`src/hw/rtl/i2cbm_pkg.sv`:
```
// Package for the I2C master bit engine: payload structs, command and phase
// codes, and the constants shared by the front queue, the engine and the top.
// No dependencies.
`timescale 1ns / 1ps

package i2cbm_pkg;

   localparam int unsigned QUEUE_DEPTH_DEFAULT = 2;

   localparam logic [15:0] HALF_PERIOD_RESET = 16'd100;
   localparam logic [7:0]  ACK_TIMEOUT_RESET = 8'd250;

   localparam int unsigned CSR_ADDR_WIDTH = 3;
   localparam logic        CSR_IDX_HALF_PERIOD = 1'b0;
   localparam logic        CSR_IDX_ACK_TIMEOUT = 1'b1;

   localparam logic [2:0]  OPCODE_RESERVED = 3'd7;
   localparam int unsigned BITS_PER_BYTE = 8;

   typedef enum logic [2:0] {
      OP_START = 3'd0,
      OP_STOP  = 3'd1,
      OP_WRITE = 3'd2,
      OP_WAIT  = 3'd3,
      OP_READ  = 3'd4,
      OP_ACK   = 3'd5,
      OP_NACK  = 3'd6
   } op_type;

   typedef enum logic [4:0] {
      PH_IDLE    = 5'd0,
      PH_ST_A    = 5'd1,
      PH_ST_B    = 5'd2,
      PH_ST_C    = 5'd3,
      PH_SP_A    = 5'd4,
      PH_SP_B    = 5'd5,
      PH_SP_C    = 5'd6,
      PH_WA_RISE = 5'd7,
      PH_WA_POLL = 5'd8,
      PH_WA_FALL = 5'd9,
      PH_WR_LOW  = 5'd10,
      PH_WR_HIGH = 5'd11,
      PH_WR_TAIL = 5'd12,
      PH_RD_LOW  = 5'd13,
      PH_RD_HIGH = 5'd14,
      PH_AK_LOW  = 5'd15,
      PH_AK_HIGH = 5'd16
   } phase_type;

   typedef struct packed {
      logic       cmd_valid;
      logic [2:0] opcode;
      logic [7:0] write_data;
      logic       sda_in;
   } req_type;

   typedef struct packed {
      logic       scl_out;
      logic       sda_out;
      logic       sda_drive;
      logic       busy_res;
      logic       done_res;
      logic [7:0] read_data;
      logic       ack_missing;
   } rsp_type;

   // A request after classification: cmd_go is set only for a real command.
   typedef struct packed {
      logic       cmd_go;
      op_type     op;
      logic [7:0] write_data;
      logic       sda_in;
   } tick_type;

   typedef struct packed {
      logic     valid;
      tick_type tick;
   } head_type;

endpackage

```
`src/hw/rtl/i2c_bit_level_master.sv`:
```
// I2C master bit engine top level: one request is one tick of the pin sequencer.
// Takes one request per cycle while the queue has room and results are not stalled;
// a request's result passes through the front queue, then the engine's output register.
// Reset is synchronous: queue empty, engine idle with SCL and SDA driven high, half period
// 100 ticks, ack timeout 250 ticks. Depends on i2cbm_pkg, i2cbm_front and i2cbm_engine.
`timescale 1ns / 1ps

module i2c_bit_level_master #(
   parameter int unsigned QUEUE_DEPTH = i2cbm_pkg::QUEUE_DEPTH_DEFAULT
) (
   input  logic                                   clock,
   input  logic                                   reset,
   input  logic                                   req_valid,
   output logic                                   req_stall,
   input  i2cbm_pkg::req_type                     req_payload,
   output logic                                   rsp_valid,
   input  logic                                   rsp_stall,
   output i2cbm_pkg::rsp_type                     rsp_payload,
   input  logic                                   psel,
   input  logic                                   penable,
   input  logic                                   pwrite,
   input  logic [i2cbm_pkg::CSR_ADDR_WIDTH-1:0]   paddr,
   input  logic [31:0]                            pwdata,
   output logic [31:0]                            prdata,
   output logic                                   pready
);

   localparam int unsigned CNT_W = $clog2(QUEUE_DEPTH + 1);

   logic [15:0] half_period_ff;
   logic [7:0]  ack_timeout_ff;
   logic        csr_write;
   logic        csr_index;
   logic        pop;
   logic [CNT_W-1:0] q_count;
   i2cbm_pkg::head_type head;

   assign pready    = 1'b1;
   assign csr_write = psel && penable && pwrite;
   assign csr_index = paddr[2];

   always_ff @(posedge clock) begin
      if (reset) begin
         half_period_ff <= i2cbm_pkg::HALF_PERIOD_RESET;
         ack_timeout_ff <= i2cbm_pkg::ACK_TIMEOUT_RESET;
      end else if (csr_write) begin
         unique case (csr_index)
            i2cbm_pkg::CSR_IDX_HALF_PERIOD: half_period_ff <= pwdata[15:0];
            i2cbm_pkg::CSR_IDX_ACK_TIMEOUT: ack_timeout_ff <= pwdata[7:0];
            default: ;
         endcase
      end
   end

   always_comb begin
      unique case (csr_index)
         i2cbm_pkg::CSR_IDX_HALF_PERIOD: prdata = {16'd0, half_period_ff};
         default:                        prdata = {24'd0, ack_timeout_ff};
      endcase
   end

   i2cbm_front #(
      .QUEUE_DEPTH(QUEUE_DEPTH)
   ) u_front (
      .clock      (clock),
      .reset      (reset),
      .req_valid  (req_valid),
      .req_stall  (req_stall),
      .req_payload(req_payload),
      .head       (head),
      .pop        (pop),
      .count      (q_count)
   );

   i2cbm_engine u_engine (
      .clock      (clock),
      .reset      (reset),
      .head       (head),
      .pop        (pop),
      .half_period(half_period_ff),
      .ack_timeout(ack_timeout_ff),
      .rsp_valid  (rsp_valid),
      .rsp_stall  (rsp_stall),
      .rsp_payload(rsp_payload)
   );

   // A completing command is never reported as still busy.
   a_done_not_busy: assert property (@(posedge clock) disable iff (reset)
      rsp_valid |-> !(rsp_payload.done_res && rsp_payload.busy_res))
      else $error("done and busy reported together");

   // The queue never takes a request while it is full.
   a_no_overflow: assert property (@(posedge clock) disable iff (reset)
      (req_valid && !req_stall) |-> (q_count < CNT_W'(QUEUE_DEPTH)))
      else $error("request accepted into a full queue");

   // A queued request with room at the output always produces a result next cycle.
   a_queue_drains: assert property (@(posedge clock) disable iff (reset)
      ((q_count != '0) && !(rsp_valid && rsp_stall)) |=> rsp_valid)
      else $error("queued request did not reach the output");

endmodule

```
`src/hw/rtl/i2cbm_front.sv`:
```
// Front end of the I2C master bit engine: accepts requests, classifies the
// command and holds them in a short queue for the engine.
// Depends on i2cbm_pkg.
`timescale 1ns / 1ps

module i2cbm_front #(
   parameter int unsigned QUEUE_DEPTH = i2cbm_pkg::QUEUE_DEPTH_DEFAULT
) (
   input  logic                 clock,
   input  logic                 reset,
   input  logic                 req_valid,
   output logic                 req_stall,
   input  i2cbm_pkg::req_type   req_payload,
   output i2cbm_pkg::head_type  head,
   input  logic                 pop,
   output logic [$clog2(QUEUE_DEPTH+1)-1:0] count
);

   localparam int unsigned PTR_W = (QUEUE_DEPTH > 1) ? $clog2(QUEUE_DEPTH) : 1;
   localparam int unsigned CNT_W = $clog2(QUEUE_DEPTH + 1);
   localparam logic [PTR_W-1:0] PTR_LAST = PTR_W'(QUEUE_DEPTH - 1);
   localparam logic [CNT_W-1:0] CNT_FULL = CNT_W'(QUEUE_DEPTH);

   i2cbm_pkg::tick_type entry_ff [QUEUE_DEPTH];
   logic [PTR_W-1:0] wr_ptr_ff, wr_ptr_in;
   logic [PTR_W-1:0] rd_ptr_ff, rd_ptr_in;
   logic [CNT_W-1:0] count_ff, count_in;
   i2cbm_pkg::tick_type classified;
   logic push;
   logic take;

   always_comb begin
      classified.cmd_go     = req_payload.cmd_valid &&
                              (req_payload.opcode != i2cbm_pkg::OPCODE_RESERVED);
      classified.op         = i2cbm_pkg::op_type'(req_payload.opcode);
      classified.write_data = req_payload.write_data;
      classified.sda_in     = req_payload.sda_in;
   end

   assign req_stall = (count_ff == CNT_FULL);
   assign push      = req_valid && !req_stall;
   assign take      = pop && (count_ff != '0);

   always_comb begin
      wr_ptr_in = wr_ptr_ff;
      rd_ptr_in = rd_ptr_ff;
      count_in  = count_ff;
      if (push) begin
         wr_ptr_in = (wr_ptr_ff == PTR_LAST) ? '0 : wr_ptr_ff + 1'b1;
      end
      if (take) begin
         rd_ptr_in = (rd_ptr_ff == PTR_LAST) ? '0 : rd_ptr_ff + 1'b1;
      end
      if (push && !take) begin
         count_in = count_ff + 1'b1;
      end else if (take && !push) begin
         count_in = count_ff - 1'b1;
      end
   end

   always_ff @(posedge clock) begin
      if (reset) begin
         wr_ptr_ff <= '0;
         rd_ptr_ff <= '0;
         count_ff  <= '0;
      end else begin
         wr_ptr_ff <= wr_ptr_in;
         rd_ptr_ff <= rd_ptr_in;
         count_ff  <= count_in;
      end
   end

   always_ff @(posedge clock) begin
      if (push) begin
         entry_ff[wr_ptr_ff] <= classified;
      end
   end

   assign head.valid = (count_ff != '0);
   assign head.tick  = entry_ff[rd_ptr_ff];
   assign count      = count_ff;

endmodule

```
`src/hw/rtl/i2cbm_engine.sv`:
```
// Back end of the I2C master bit engine: advances the pin sequencer by one
// tick per queued request and registers the result for the response side.
// Depends on i2cbm_pkg.
`timescale 1ns / 1ps

module i2cbm_engine (
   input  logic                 clock,
   input  logic                 reset,
   input  i2cbm_pkg::head_type  head,
   output logic                 pop,
   input  logic [15:0]          half_period,
   input  logic [7:0]           ack_timeout,
   output logic                 rsp_valid,
   input  logic                 rsp_stall,
   output i2cbm_pkg::rsp_type   rsp_payload
);

   localparam logic [3:0] LAST_BIT = 4'(i2cbm_pkg::BITS_PER_BYTE - 1);

   i2cbm_pkg::phase_type phase_ff, phase_in;
   logic [3:0]  bit_index_ff, bit_index_in;
   logic [7:0]  shift_ff, shift_in;
   logic [15:0] timer_ff, timer_in;
   logic [7:0]  poll_ff, poll_in;
   logic        scl_ff, scl_in;
   logic        sda_lvl_ff, sda_lvl_in;
   logic        drive_ff, drive_in;
   logic [7:0]  rx_byte_ff, rx_byte_in;
   logic        ack_err_ff, ack_err_in;
   logic        out_valid_ff;
   i2cbm_pkg::rsp_type out_ff, out_in;

   i2cbm_pkg::tick_type tick;
   logic fire;
   logic idle;
   logic start_cmd;
   logic polling;
   logic seg_run;
   logic seg_end;
   logic last_bit;
   logic timed_out;
   logic done;
   logic [7:0] rd_shift;

   assign tick      = head.tick;
   assign fire      = head.valid && (!out_valid_ff || !rsp_stall);
   assign pop       = fire;
   assign idle      = (phase_ff == i2cbm_pkg::PH_IDLE);
   assign polling   = (phase_ff == i2cbm_pkg::PH_WA_POLL);
   assign start_cmd = fire && idle && tick.cmd_go;
   assign seg_run   = fire && !idle && !polling;
   assign seg_end   = seg_run && !(timer_ff < half_period);
   assign last_bit  = (bit_index_ff >= LAST_BIT);
   assign timed_out = (poll_ff >= ack_timeout);
   assign rd_shift  = {shift_ff[6:0], tick.sda_in};
   assign done      = fire && !idle && (phase_in == i2cbm_pkg::PH_IDLE);

   // Next phase.
   always_comb begin
      phase_in = phase_ff;
      if (start_cmd) begin
         unique case (tick.op)
            i2cbm_pkg::OP_START: phase_in = i2cbm_pkg::PH_ST_A;
            i2cbm_pkg::OP_STOP:  phase_in = i2cbm_pkg::PH_SP_A;
            i2cbm_pkg::OP_WRITE: phase_in = i2cbm_pkg::PH_WR_LOW;
            i2cbm_pkg::OP_WAIT:  phase_in = i2cbm_pkg::PH_WA_RISE;
            i2cbm_pkg::OP_READ:  phase_in = i2cbm_pkg::PH_RD_LOW;
            default:             phase_in = i2cbm_pkg::PH_AK_LOW;
         endcase
      end else if (fire && polling) begin
         if (!tick.sda_in) begin
            phase_in = i2cbm_pkg::PH_WA_FALL;
         end else if (timed_out) begin
            phase_in = i2cbm_pkg::PH_IDLE;
         end
      end else if (seg_end) begin
         unique case (phase_ff)
            i2cbm_pkg::PH_ST_A:    phase_in = i2cbm_pkg::PH_ST_B;
            i2cbm_pkg::PH_ST_B:    phase_in = i2cbm_pkg::PH_ST_C;
            i2cbm_pkg::PH_SP_A:    phase_in = i2cbm_pkg::PH_SP_B;
            i2cbm_pkg::PH_SP_B:    phase_in = i2cbm_pkg::PH_SP_C;
            i2cbm_pkg::PH_WA_RISE: phase_in = i2cbm_pkg::PH_WA_POLL;
            i2cbm_pkg::PH_WR_LOW:  phase_in = i2cbm_pkg::PH_WR_HIGH;
            i2cbm_pkg::PH_WR_HIGH: phase_in = i2cbm_pkg::PH_WR_TAIL;
            i2cbm_pkg::PH_WR_TAIL: phase_in = last_bit ? i2cbm_pkg::PH_IDLE
                                                       : i2cbm_pkg::PH_WR_LOW;
            i2cbm_pkg::PH_RD_LOW:  phase_in = i2cbm_pkg::PH_RD_HIGH;
            i2cbm_pkg::PH_RD_HIGH: phase_in = last_bit ? i2cbm_pkg::PH_IDLE
                                                       : i2cbm_pkg::PH_RD_LOW;
            i2cbm_pkg::PH_AK_LOW:  phase_in = i2cbm_pkg::PH_AK_HIGH;
            default:               phase_in = i2cbm_pkg::PH_IDLE;
         endcase
      end
   end

   // Datapath and pin levels.
   always_comb begin
      bit_index_in = bit_index_ff;
      shift_in     = shift_ff;
      timer_in     = timer_ff;
      poll_in      = poll_ff;
      scl_in       = scl_ff;
      sda_lvl_in   = sda_lvl_ff;
      drive_in     = drive_ff;
      rx_byte_in   = rx_byte_ff;
      ack_err_in   = ack_err_ff;
      if (start_cmd) begin
         bit_index_in = '0;
         timer_in     = 16'd1;
         unique case (tick.op)
            i2cbm_pkg::OP_START: begin
               drive_in = 1'b1; sda_lvl_in = 1'b1; scl_in = 1'b1;
            end
            i2cbm_pkg::OP_STOP: begin
               drive_in = 1'b1; sda_lvl_in = 1'b0;
            end
            i2cbm_pkg::OP_WRITE: begin
               shift_in = tick.write_data;
               scl_in = 1'b0; drive_in = 1'b1; sda_lvl_in = tick.write_data[7];
            end
            i2cbm_pkg::OP_WAIT: begin
               drive_in = 1'b0; scl_in = 1'b1;
            end
            i2cbm_pkg::OP_READ: begin
               drive_in = 1'b0; scl_in = 1'b0; shift_in = '0;
            end
            default: begin
               scl_in = 1'b0; drive_in = 1'b1;
               sda_lvl_in = (tick.op == i2cbm_pkg::OP_NACK);
            end
         endcase
      end else if (fire && polling) begin
         if (!tick.sda_in) begin
            ack_err_in = 1'b0;
            scl_in     = 1'b0;
            timer_in   = 16'd1;
         end else if (timed_out) begin
            ack_err_in = 1'b1;
            timer_in   = '0;
         end else begin
            poll_in = poll_ff + 1'b1;
         end
      end else if (seg_run && !seg_end) begin
         timer_in = timer_ff + 1'b1;
      end else if (seg_end) begin
         timer_in = 16'd1;
         unique case (phase_ff)
            i2cbm_pkg::PH_ST_A: sda_lvl_in = 1'b0;
            i2cbm_pkg::PH_ST_B: scl_in = 1'b0;
            i2cbm_pkg::PH_SP_A: scl_in = 1'b1;
            i2cbm_pkg::PH_SP_B: sda_lvl_in = 1'b1;
            i2cbm_pkg::PH_WA_RISE: begin
               poll_in  = '0;
               timer_in = '0;
            end
            i2cbm_pkg::PH_WR_LOW:  scl_in = 1'b1;
            i2cbm_pkg::PH_WR_HIGH: scl_in = 1'b0;
            i2cbm_pkg::PH_WR_TAIL: begin
               shift_in     = {shift_ff[6:0], 1'b0};
               bit_index_in = bit_index_ff + 1'b1;
               if (!last_bit) begin
                  scl_in = 1'b0; drive_in = 1'b1; sda_lvl_in = shift_ff[6];
               end
            end
            i2cbm_pkg::PH_RD_LOW: scl_in = 1'b1;
            i2cbm_pkg::PH_RD_HIGH: begin
               shift_in     = rd_shift;
               bit_index_in = bit_index_ff + 1'b1;
               if (last_bit) begin
                  rx_byte_in = rd_shift;
               end else begin
                  scl_in = 1'b0;
               end
            end
            i2cbm_pkg::PH_AK_LOW:  scl_in = 1'b1;
            i2cbm_pkg::PH_AK_HIGH: scl_in = 1'b0;
            default: ;
         endcase
         if (phase_in == i2cbm_pkg::PH_IDLE) begin
            timer_in = '0;
         end
      end
   end

   always_comb begin
      out_in.scl_out     = scl_in;
      out_in.sda_out     = sda_lvl_in;
      out_in.sda_drive   = drive_in;
      out_in.busy_res    = (phase_in != i2cbm_pkg::PH_IDLE);
      out_in.done_res    = done;
      out_in.read_data   = rx_byte_in;
      out_in.ack_missing = ack_err_in;
   end

   always_ff @(posedge clock) begin
      if (reset) begin
         phase_ff     <= i2cbm_pkg::PH_IDLE;
         bit_index_ff <= '0;
         shift_ff     <= '0;
         timer_ff     <= '0;
         poll_ff      <= '0;
         scl_ff       <= 1'b1;
         sda_lvl_ff   <= 1'b1;
         drive_ff     <= 1'b1;
         rx_byte_ff   <= '0;
         ack_err_ff   <= 1'b0;
         out_valid_ff <= 1'b0;
      end else begin
         if (fire) begin
            phase_ff     <= phase_in;
            bit_index_ff <= bit_index_in;
            shift_ff     <= shift_in;
            timer_ff     <= timer_in;
            poll_ff      <= poll_in;
            scl_ff       <= scl_in;
            sda_lvl_ff   <= sda_lvl_in;
            drive_ff     <= drive_in;
            rx_byte_ff   <= rx_byte_in;
            ack_err_ff   <= ack_err_in;
            out_valid_ff <= 1'b1;
         end else if (!rsp_stall) begin
            out_valid_ff <= 1'b0;
         end
      end
   end

   always_ff @(posedge clock) begin
      if (fire) begin
         out_ff <= out_in;
      end
   end

   assign rsp_valid   = out_valid_ff;
   assign rsp_payload = out_ff;

endmodule

```
`config.mk`:
```
export PLATFORM = sky130hd
export DESIGN_NAME = i2c_bit_level_master
export DESIGN_NICKNAME = d
export VERILOG_FILES = /design/src/hw/rtl/i2cbm_pkg.sv /design/src/hw/rtl/i2c_bit_level_master.sv /design/src/hw/rtl/i2cbm_front.sv /design/src/hw/rtl/i2cbm_engine.sv
export SDC_FILE = /design/constraint.sdc
export NUM_CORES = 1
export LEC_CHECK = 0
export ABC_AREA = 0
export BUFFER_PORTS_ARGS = -buffer_cell sky130_fd_sc_hd__buf_2
export CORE_MARGIN = 2
export CORE_UTILIZATION = 40
export CTS_CLUSTER_DIAMETER = 80
export DETAILED_ROUTE_END_ITERATION = 7
export GPL_ROUTABILITY_DRIVEN = 0
export PLACE_DENSITY = 0.63
export SYNTH_ARGS = -nofsm -noshare
export SYNTH_HDL_FRONTEND = slang
export SYNTH_HIERARCHICAL = 1
export SYNTH_SLANG_ARGS = --single-unit
export TNS_END_PERCENT = 1
```
`constraint.sdc`:
```
create_clock -name clock -period 4.4 [get_ports clock]
set_input_delay 0.22 -clock clock [delete_from_list [all_inputs] [get_ports clock]]
set_output_delay 0.22 -clock clock [all_outputs]
set_load 0.02 [all_outputs]
```
==> impl_metrics.toml, run 1 <==
[outcome]
status = "finished, final reports clean"

[clock_network]
cts_tree = "done"
cts-resized-gates = 0
clkSlewWorstSetupHoldPaths_ns = 0.06
cts_made_buffers = 17
clkLatencyLatePin_ns = 0.42
cts_setup_buffers = 0
clock-sinks = 122
postCtsHoldBufs = 10
ctsRootBufferMaster = "clkbuf_16"
h-tree-depth = 4
clk_path_buf_depth = 2

[final_layout]
fin_cells = 947
seq_area_sq_um = 2840
diodes = 0
fillers = 1482
multi_input_area_sq_um = 3180
drive_above_1_share_pct = 20.0
nNetsFinal = 800
syn_to_final_growth_pct = 16.9

[route]
wl_per_cell_um = 14.9
drtPass1Iterations = 5
route.detailed.drc = 0
viasPerCell = 5.14
ant_nets = 0
drt-total-wl_um = 14100
vias = 4867
drtIter0Drc = 296

[placed_design]
port_buffers = 68
dp_hpwl_um = 10000
dp_cells = 905

[floorplanning]
die_w_um = 131
row_count = 46
initial_utilization_pct = 40.7
core_area_sq_um = 15800
die_h_um = 131
dieArea_sq_um = 17100
ioPinCount = 104

[synthesis]
synthCells = 651
yosys-top-cells-area = "dfxtp_1 26%, edfxtp_1 19%, ha_1 5.3%"
yosys_warnings = 6
synth_cell_type_count = 69
syn_area_sq_um = 6410
yosysTopAreaCell = "dfxtp_1"
synth_ff_type = "dfxtp_1"
ys_seq_area_share_pct = 44.3
synthArstFlopShare_pct = 0
synth_top_cell_area_share_pct = 25.6
syn_area_per_cell_sq_um = 9.85
ys_seq_elements = 122
synth_edf_count = 40

[worst_setup_path]
cp_slowest_stage_delay_ns = 0.41
end_kind = "register"
criticalPathCategory = "register to register"
critical_path_required_ns = 4.71
crit_chain = "inv_1, ha_1, and4_1, o211ai_1, or3_4, a31o_4, nor2b_4, and3_4, mux2_4, and2_1"
start_kind = "register"
crit_fanout = 12
critPathSlowestCell = "or3_4"
crit_arrival_ns = 3.26
rrSetupSlack_ns = 1.45

[sta]
tns_ns = 0
tightestPinTransition_ns = 0.993
drv_slew = 0
finalCritPeriodShare_pct = 67.0
max_freq_ghz = 0.339
rsz0062_at_grt = "no"
setup_viol = 0
hold_violations = 0
finalCriticalPeriod_ns = 2.95
skew_ns = 0.0119
max_slew_margin_pct = 33.8

[grt]
grt_max_degree = 47
grt.total_usage_pct = 17.2
grt_pass1_vias = 4786
grt_overflow = 0
antenna_found_initial = 0
grt_pass1_wl_um = 22800

[power]
p_leak_nw = 2.97
peakVddDrop_uv = 320
power_density_nw_per_um2 = 533

[flow_run]
maxCapViolCount = 0

[worst_hold_path]
hold_path.class = "input pin to register"
-- layout by cell type, fill, tap and decap left out, types with 18 or more instances in the layout --
master	synthesis	final
a21oi_1	23	23
buf_2	4	68
clkbuf_16	0	18
dfxtp_1	82	82
edfxtp_1	40	40
ha_1	27	27
inv_1	35	35
mux2_2	21	21
mux2i_1	28	28
nand2_1	29	29
nand2b_1	36	36
nor2_1	78	78
o21ai_0	19	19
xor2_1	18	18
-- synth_stat cells, types with 3 or more instances --
library cell,n
buf_4,18
nor2_1,78
mux2_4,8
dfxtp_1,82
and2_1,12
nor3_1,14
and4_1,3
o21ai_0,19
a21oi_1,23
nor2b_1,8
mux2_2,21
a21o_1,4
nand3_1,10
xnor2_1,5
edfxtp_1,40
and3_1,8
buf_2,4
nand2_1,29
inv_1,35
o22a_1,3
clkbuf_1,19
xor2_1,18
ha_1,27
nand4_1,12
a31oi_1,6
mux2i_1,28
a211oi_1,13
or3_1,5
or2_2,3
a22oi_1,8
nand2b_1,36
buf_6,4
o21a_1,3
-- cell families (layout without fill, tap and decap cells) --
group,Yosys count,count (layout),synth area share (%)
AND/OR/NAND/NOR,233,233,19.1
flip-flops,122,122,44.3
AO/OA/AOI/OAI,104,104,11.2
buffers and inverters,83,148,6.96
multiplexers,57,57,9.93
adder cells (fa/ha/maj),27,27,5.27
XOR/XNOR,23,23,3.14
other,2,17,0.117
-- worst max-delay path: cells and delay by family, from the launching register on --
family | cells | cell delay [ns]
muxes | 1 | 0.33
and+or+nand+nor | 5 | 1.38
DFF | 1 | 0.35
AOI/OAI and AO/OA | 2 | 0.42
adders and majority gates | 1 | 0.30
buffers and inverters | 1 | 0.05
-- metal layers --
| metal | up-vias | GRT usage (%) | share of wire [%] |
|---|---|---|---|
| met5 | - | 0 | 0 |
| met4 | 0 | 7.38 | 1.5 |
| met3 | 16 | 4.28 | 4.8 |
| met2 | 117 | 29.0 | 50 |
| met1 | 2331 | 21.0 | 43 |
| li1 | 2403 | - | - |
-- power breakdown --
group	switching (mW)	internal, mW
Clock	0.513	0.882
Combinational	0.684	0.396
Sequential	0.160	1.36
-- registers in the layout, summed over array words and instances (netlist names), 5 cells and up, named ones only --
register / flops
u_front/entry_ff: 26
u_engine/phase_ff: 5
ack_timeout_ff: 8
u_engine/rsp_payload: 14
u_engine/shift_ff: 7
half_period_ff: 16
u_engine/timer_ff: 16
u_engine/poll_ff: 8
u_engine/rx_byte_ff: 8
-- stage by stage --
step / total power [mW] / hold slack (ns) / setup slack, ns / utilization, % / instance area [sq um]
6_report: 3.99 / 0.0196 / 1.45 / 47.5 / 7500
5_1_grt: 4.20 / 0.0111 / 1.19 / 47.5 / 7500
4_1_cts: 4.01 / 0.00254 / 1.42 / 47.5 / 7500
3_5_place_dp: 2.60 / 0.413 / 1.45 / 43.0 / 6790
3_3_place_gp: 2.55 / 0.409 / 1.51 / 43.0 / 6790
2_1_floorplan: 2.30 / 0.289 / 1.71 / - / 6470
-- worst paths after layout --
| path | from | endpoint | depth (start not counted) |
|---|---|---|---|
| hold reg to reg | half_period_ff[1] | half_period_ff[1] | 2 |
| setup / recovery | half_period_ff[11] | u_engine/rx_byte_ff[6] | 10 |
| hold / removal | req_payload[10] | u_front/entry_ff[0][10] | 1 |
| setup reg to reg | half_period_ff[11] | u_engine/rx_byte_ff[6] | 10 |
-- area by class of cell --
class,count,share of cell area (%)
Clock buffer,19,6.19
Clock inverter,13,1.92
Inverter,35,1.75
Multi-Input combinational cell,461,42.4
Sequential cell,122,37.9
Tap cell,216,3.60
Timing Repair Buffer,81,6.17
No activity file was read; power rests on OpenSTA's default activity.
==> inputs of run 2 (changes only) <==
--- a/config.mk
+++ b/config.mk
@@ -12,7 +12,7 @@
 export CTS_CLUSTER_DIAMETER = 80
 export DETAILED_ROUTE_END_ITERATION = 7
 export GPL_ROUTABILITY_DRIVEN = 0
-export PLACE_DENSITY = 0.63
+export PLACE_DENSITY = 0.65
 export SYNTH_ARGS = -nofsm -noshare
 export SYNTH_HDL_FRONTEND = slang
 export SYNTH_HIERARCHICAL = 1
==> constraint.sdc (replaced) <==
create_clock -name clock -period 2.48 [get_ports clock]
set_input_delay 0.124 -clock clock [delete_from_list [all_inputs] [get_ports clock]]
set_output_delay 0.124 -clock clock [all_outputs]
set_load 0.02 [all_outputs]
==> run 2 against run 1 <==
  * The run now ends with negative setup slack left
  * Setup slack worse by 1.7 ns
  * Largest cell class unchanged
  * Wire length grew 11%
  * Sequential power is 71% higher
  * Maximum frequency grew 8.9%
  * Flip-flop and latch count did not move
  * Largest power group is now the clock network
  * Hold slack lost 0.0013 ns
  * Clock skew is 0.0018 ns lower
  * Final cell count up 10%
  * Register-to-register slack got worse by 1.7 ns
==> impl_metrics.toml, run 2 (same netlist as run 1, synthesis figures left out) <==
[route]
viasPerCell = 5.10
vias = 5339
drt-total-wl_um = 15600
ant_nets = 0
wl_per_cell_um = 15.0
route.detailed.drc = 0
drtPass1Iterations = 5
drtIter0Drc = 233

[final_layout]
final_cell_mix = "84 x buf_4, 78 x nor2_1, 72 x dfxtp_1"
largest_register = "u_front/entry_ff"
reg_top3 = "u_front/entry_ff (26), half_period_ff (16), u_engine/timer_ff (16)"
diodes = 0
syn_to_final_growth_pct = 34.4
fillers = 1354
largest_reg_flops = 26
final_common_cell = "buf_4"
drive_above_1_share_pct = 32.5
design_area_sq_um = 8620
nNetsFinal = 899

[sta]
tightestPinTransition_ns = 0.635
max_slew_margin_pct = 57.7
layout_setup_ws_ns = -0.228
skew_ns = 0.0101
whs_ns = 0.0183
rsz0062_at_grt = "yes"
finalCriticalPeriod_ns = 2.71
setup_viol = 38
finalCritPeriodShare_pct = 109
drv_slew = 0
max_freq_ghz = 0.369
hold_violations = 0
tns_ns = -5.16

[floorplanning]
row_count = 46
die_h_um = 131
ioPinCount = 104
die_w_um = 131
core_area_sq_um = 15800
initial_utilization_pct = 40.7
dieArea_sq_um = 17100

[worst_hold_path]
hold_path.class = "input pin to register"
min_from = "pwdata[15]"
hold_end = "half_period_ff[15]"
whs_path_depth = 3

[grt]
use_met2_pct = 32.3
grt_overflow = 0
use_met3_pct = 4.48
grt_pass1_vias = 5253
busiest_layer = "met2"
antenna_found_initial = 0
globalRouteMet1Util_pct = 22.8
grt_max_degree = 50
grt.total_usage_pct = 18.9
grt_pass1_wl_um = 25300

[placed_design]
dp_slack_ns = -0.282
dp_hpwl_um = 10600
post_dp_cell_area_sq_um = 7380
port_buffers = 68

[clock_network]
clkLatencyLatePin_ns = 0.42
clk_path_buf_depth = 2
ctsRootBufferMaster = "clkbuf_16"
cts_made_buffers = 17
clock-sinks = 122
cts_tree = "done"
clkSlewWorstSetupHoldPaths_ns = 0.05
h-tree-depth = 4

[outcome]
status = "finished, violations left"
failed_checks = "negative setup slack"

[power]
total_power_mw = 7.89
power_density_nw_per_um2 = 915
peakVddDrop_uv = 505
p_leak_nw = 3.58

[worst_setup_path]
worst-r2r-cell-count = 10
end_kind = "register"
critical_path_required_ns = 2.79
r2r_start = "half_period_ff[13]"
crit_fanout = 8
rrSetupSlack_ns = -0.23
crit_arrival_ns = 3.02
worstReg2RegEnd = "u_engine/rx_byte_ff[3]"
start_kind = "register"
criticalPathCategory = "register to register"

[flow_run]
maxCapViolCount = 0
run 2: worst max path at each step:
stage	from	endpoint	slack [ns]	depth (start not counted)
6_report	half_period_ff[13]	u_engine/rx_byte_ff[3]	-0.23	10
5_1_grt	half_period_ff[12]	u_engine/rx_byte_ff[7]	-0.31	10
4_1_cts	half_period_ff[8]	u_engine/rx_byte_ff[5]	-0.15	10
3_5_place_dp	half_period_ff[6]	u_engine/drive_ff	-0.28	11
3_3_place_gp	half_period_ff[14]	u_engine/rx_byte_ff[6]	-0.17	10
2_1_floorplan	half_period_ff[14]	u_engine/rsp_payload[1]	-0.13	11
run 2: repair_timing:
item / CTS / global route
endpoints found under the setup margin: 58 / 61
gates resized for setup: 22 / 21
setup buffers: 4 / 4
cloned: 1 / 0
hold endpoints to repair: 43 / 0
pin swaps: 12 / 17
hold buffers: 26 / 0
run 2: metal layers:
layer	part of all wire (%)	routed length [um]	up-vias
met5	0	0	-
met4	1.9	290	0
met3	4.4	690	27
met2	50	7830	148
met1	44	6830	2555
li1	-	-	2609
run 2: worst max-delay path, cell delays in order, from the launching register on:
cell     delay [ns]
dfxtp_2        0.33
inv_1          0.06
ha_4           0.27
and4_4         0.23
nand4_1        0.08
or3_4          0.44
a31o_4         0.30
nor2b_4        0.12
and3_4         0.30
mux2_4         0.32
and2_4         0.15
run 2: where the power goes:
part,switching (mW),internal (mW),total (mW)
clock,0.886,2.00,2.89
combinational,1.40,0.997,2.40
sequential,0.191,2.41,2.60
total,2.48,5.41,7.89
run 2: per-stage QoR:
step	utilization, %	std cells
floorplan	-	666
global placement	46.8	979
detailed placement	46.8	979
CTS	53.8	1042
global route	54.7	1046
finish	54.7	1046
run 2: layout make-up:
cell class / count / area (sq um) / area share (%)
Multi-Input combinational cell: 462 / 3420 / 39.7
Sequential cell: 122 / 2860 / 33.1
Timing Repair Buffer: 179 / 1250 / 14.5
Clock buffer: 19 / 443 / 5.14
Tap cell: 216 / 270 / 3.13
Clock inverter: 13 / 246 / 2.86
Inverter: 35 / 131 / 1.52
==> inputs of run 3 (changes only) <==
--- a/config.mk
+++ b/config.mk
@@ -12,7 +12,7 @@
 export CTS_CLUSTER_DIAMETER = 80
 export DETAILED_ROUTE_END_ITERATION = 7
 export GPL_ROUTABILITY_DRIVEN = 0
-export PLACE_DENSITY = 0.65
+export PLACE_DENSITY = 0.69
 export SYNTH_ARGS = -nofsm -noshare
 export SYNTH_HDL_FRONTEND = slang
 export SYNTH_HIERARCHICAL = 1
==> run 3 against run 2 <==
  * The flow finishes with violations (negative hold slack, negative setup slack)
  * Global-route usage down 0.97 points
  * Sequential share of layout area up 0.12 points
  * Non-clock buffer count up 6
  * Cell area down 0.32%
  * Wire length down 3.6%
  * Final cell count up 0.57%
  * Flip-flop and latch count unchanged
  * First-iteration DRC count up 15%
  * Critical path type unchanged
  * Utilization down 0.17 points
  * Sequential power about the same
  * Highest routed layer unchanged
==> impl_metrics.toml, run 3 (same netlist as run 1, synthesis figures left out) <==
[sta]
max_freq_ghz = 0.367
layout_setup_ws_ns = -0.243
skew_ns = 0.00621
rsz0062_at_grt = "yes"
whs_ns = -0.00196
finalCriticalPeriod_ns = 2.72
max_slew_margin_pct = 60.1
finalCritPeriodShare_pct = 110
tightestPinTransition_ns = 0.599
setup_viol = 37
drv_slew = 0
tns_ns = -5.32
hold_violations = 1

[final_layout]
drive_above_1_share_pct = 33.0
largest_reg_flops = 26
nNetsFinal = 905
diodes = 0
largest_register = "u_front/entry_ff"
final_common_cell = "buf_4"
final_cell_mix = "89 x buf_4, 78 x nor2_1, 71 x dfxtp_1"
design_area_sq_um = 8590
syn_to_final_growth_pct = 34.0
reg_top3 = "u_front/entry_ff (26), half_period_ff (16), u_engine/timer_ff (16)"

[worst_setup_path]
criticalPathCategory = "register to register"
crit_arrival_ns = 3.03
critPathSlowestCell = "or3_4"
crit_chain = "inv_2, ha_4, and4_4, nand4_1, or3_4, a31o_4, nor2b_4, and3_4, mux2_4, and2_4"
start_kind = "register"
end_kind = "register"
cp_top_family = "simple AND/OR/NAND/NOR gates"
critPathBufInv = 1
crit_fanout = 8
cp_slowest_stage_delay_ns = 0.44
critical_path_required_ns = 2.79

[clock_network]
clk_path_buf_depth = 2
clock-sinks = 122
clkSlewWorstSetupHoldPaths_ns = 0.06
cts_made_buffers = 17
cts_tree = "done"
ctsRootBufferMaster = "clkbuf_16"
clkLatencyLatePin_ns = 0.42
h-tree-depth = 4

[grt]
antenna_found_initial = 0
grt_pass1_wl_um = 23800
grt_overflow = 0
grt.total_usage_pct = 17.9
grt_max_degree = 52
grt_pass1_vias = 4853

[power]
peakVddDrop_uv = 652
p_leak_nw = 3.52
power_density_nw_per_um2 = 876

[floorplanning]
dieArea_sq_um = 17100
core_area_sq_um = 15800
ioPinCount = 104
die_w_um = 131
initial_utilization_pct = 40.7
die_h_um = 131
row_count = 46

[placed_design]
post_dp_cell_area_sq_um = 7430
dp_slack_ns = -0.352
dp_hpwl_um = 9980
port_buffers = 68

[route]
route.detailed.drc = 0
drt-total-wl_um = 15100
wl_per_cell_um = 14.3
drtPass1Iterations = 4
vias = 5201
ant_nets = 0
viasPerCell = 4.94
drtIter0Drc = 268

[outcome]
failed_checks = "negative hold slack, negative setup slack"
status = "finished, violations left"

[flow_run]
maxCapViolCount = 0

[worst_hold_path]
hold_path.class = "input pin to register"
-- run 3: cell types whose count changed in the layout (fill, tap and decap cells not counted), moves of 2 or more --
| cell | previous run | this run |
|---|---|---|
| buf_4 | 84 | 89 |
| bufinv_16 | 7 | 3 |
| clkbuf_8 | 1 | 3 |
| clkinv_2 | 4 | 2 |
| clkinvlp_4 | 1 | 3 |
| dlygate4sd3_1 | 26 | 28 |
| o21ai_1 | 2 | 4 |
| o21ai_2 | 2 | 0 |
-- run 3: path summary, 6_finish.rpt --
kind | startpoint | endpoint | slack [ns] | depth (start not counted)
max | half_period_ff[15] | u_engine/rx_byte_ff[2] | -0.24 | 10
min | pwdata[5] | ack_timeout_ff[5] | -0.002 | 3
max reg2reg | half_period_ff[15] | u_engine/rx_byte_ff[2] | -0.24 | 10
min reg2reg | u_front/wr_ptr_ff | u_front/wr_ptr_ff | 0.50 | 2
-- run 3: final cells by class --
| type | count | area, sq um |
|---|---|---|
| Timing Repair Buffer | 185 | 1290 |
| Clock inverter | 11 | 144 |
| Tap cell | 216 | 270 |
| Sequential cell | 122 | 2860 |
| Inverter | 35 | 131 |
| Multi-Input combinational cell | 462 | 3430 |
| Fill cell | 1337 | 7180 |
| Clock buffer | 21 | 470 |
-- run 3: power breakdown --
part,switching (mW),internal (mW)
clock network,0.896,1.65
logic,1.39,1.00
registers,0.179,2.41
total,2.46,5.06
-- run 3: stage by stage --
step / power, mW / util (%) / instances
after floorplan: 4.09 / - / 666
after global placement: 4.86 / 47.1 / 987
after detailed placement: 4.88 / 47.1 / 987
after CTS: 7.52 / 54.0 / 1050
after global routing: 7.89 / 54.5 / 1052
final: 7.52 / 54.5 / 1052
-- run 3: repair_timing --
item / in CTS / in global routing
cloned: 1 / 0
hold endpoints to repair: 43 / 0
pin swaps: 19 / 10
hold buffers: 28 / 0
buffers inserted: 2 / 2
endpoints found under the setup margin: 59 / 60
resized for setup: 31 / 13
-- run 3: tightest hold or removal path: cells and delay by family --
kind | cells | cell delay (ns)
AND/OR/NAND/NOR | 1 | 0.05
multiplexers | 1 | 0.11
buffers and inverters | 1 | 0.08
-- run 3: metal layers --
metal | share of wire (%) | global-route usage (%) | vias to the layer above
li1 | - | - | 2610
met1 | 45 | 22.6 | 2431
met2 | 50 | 30.2 | 133
met3 | 3.9 | 3.95 | 27
met4 | 1.8 | 6.70 | 0
met5 | 0 | 0 | -
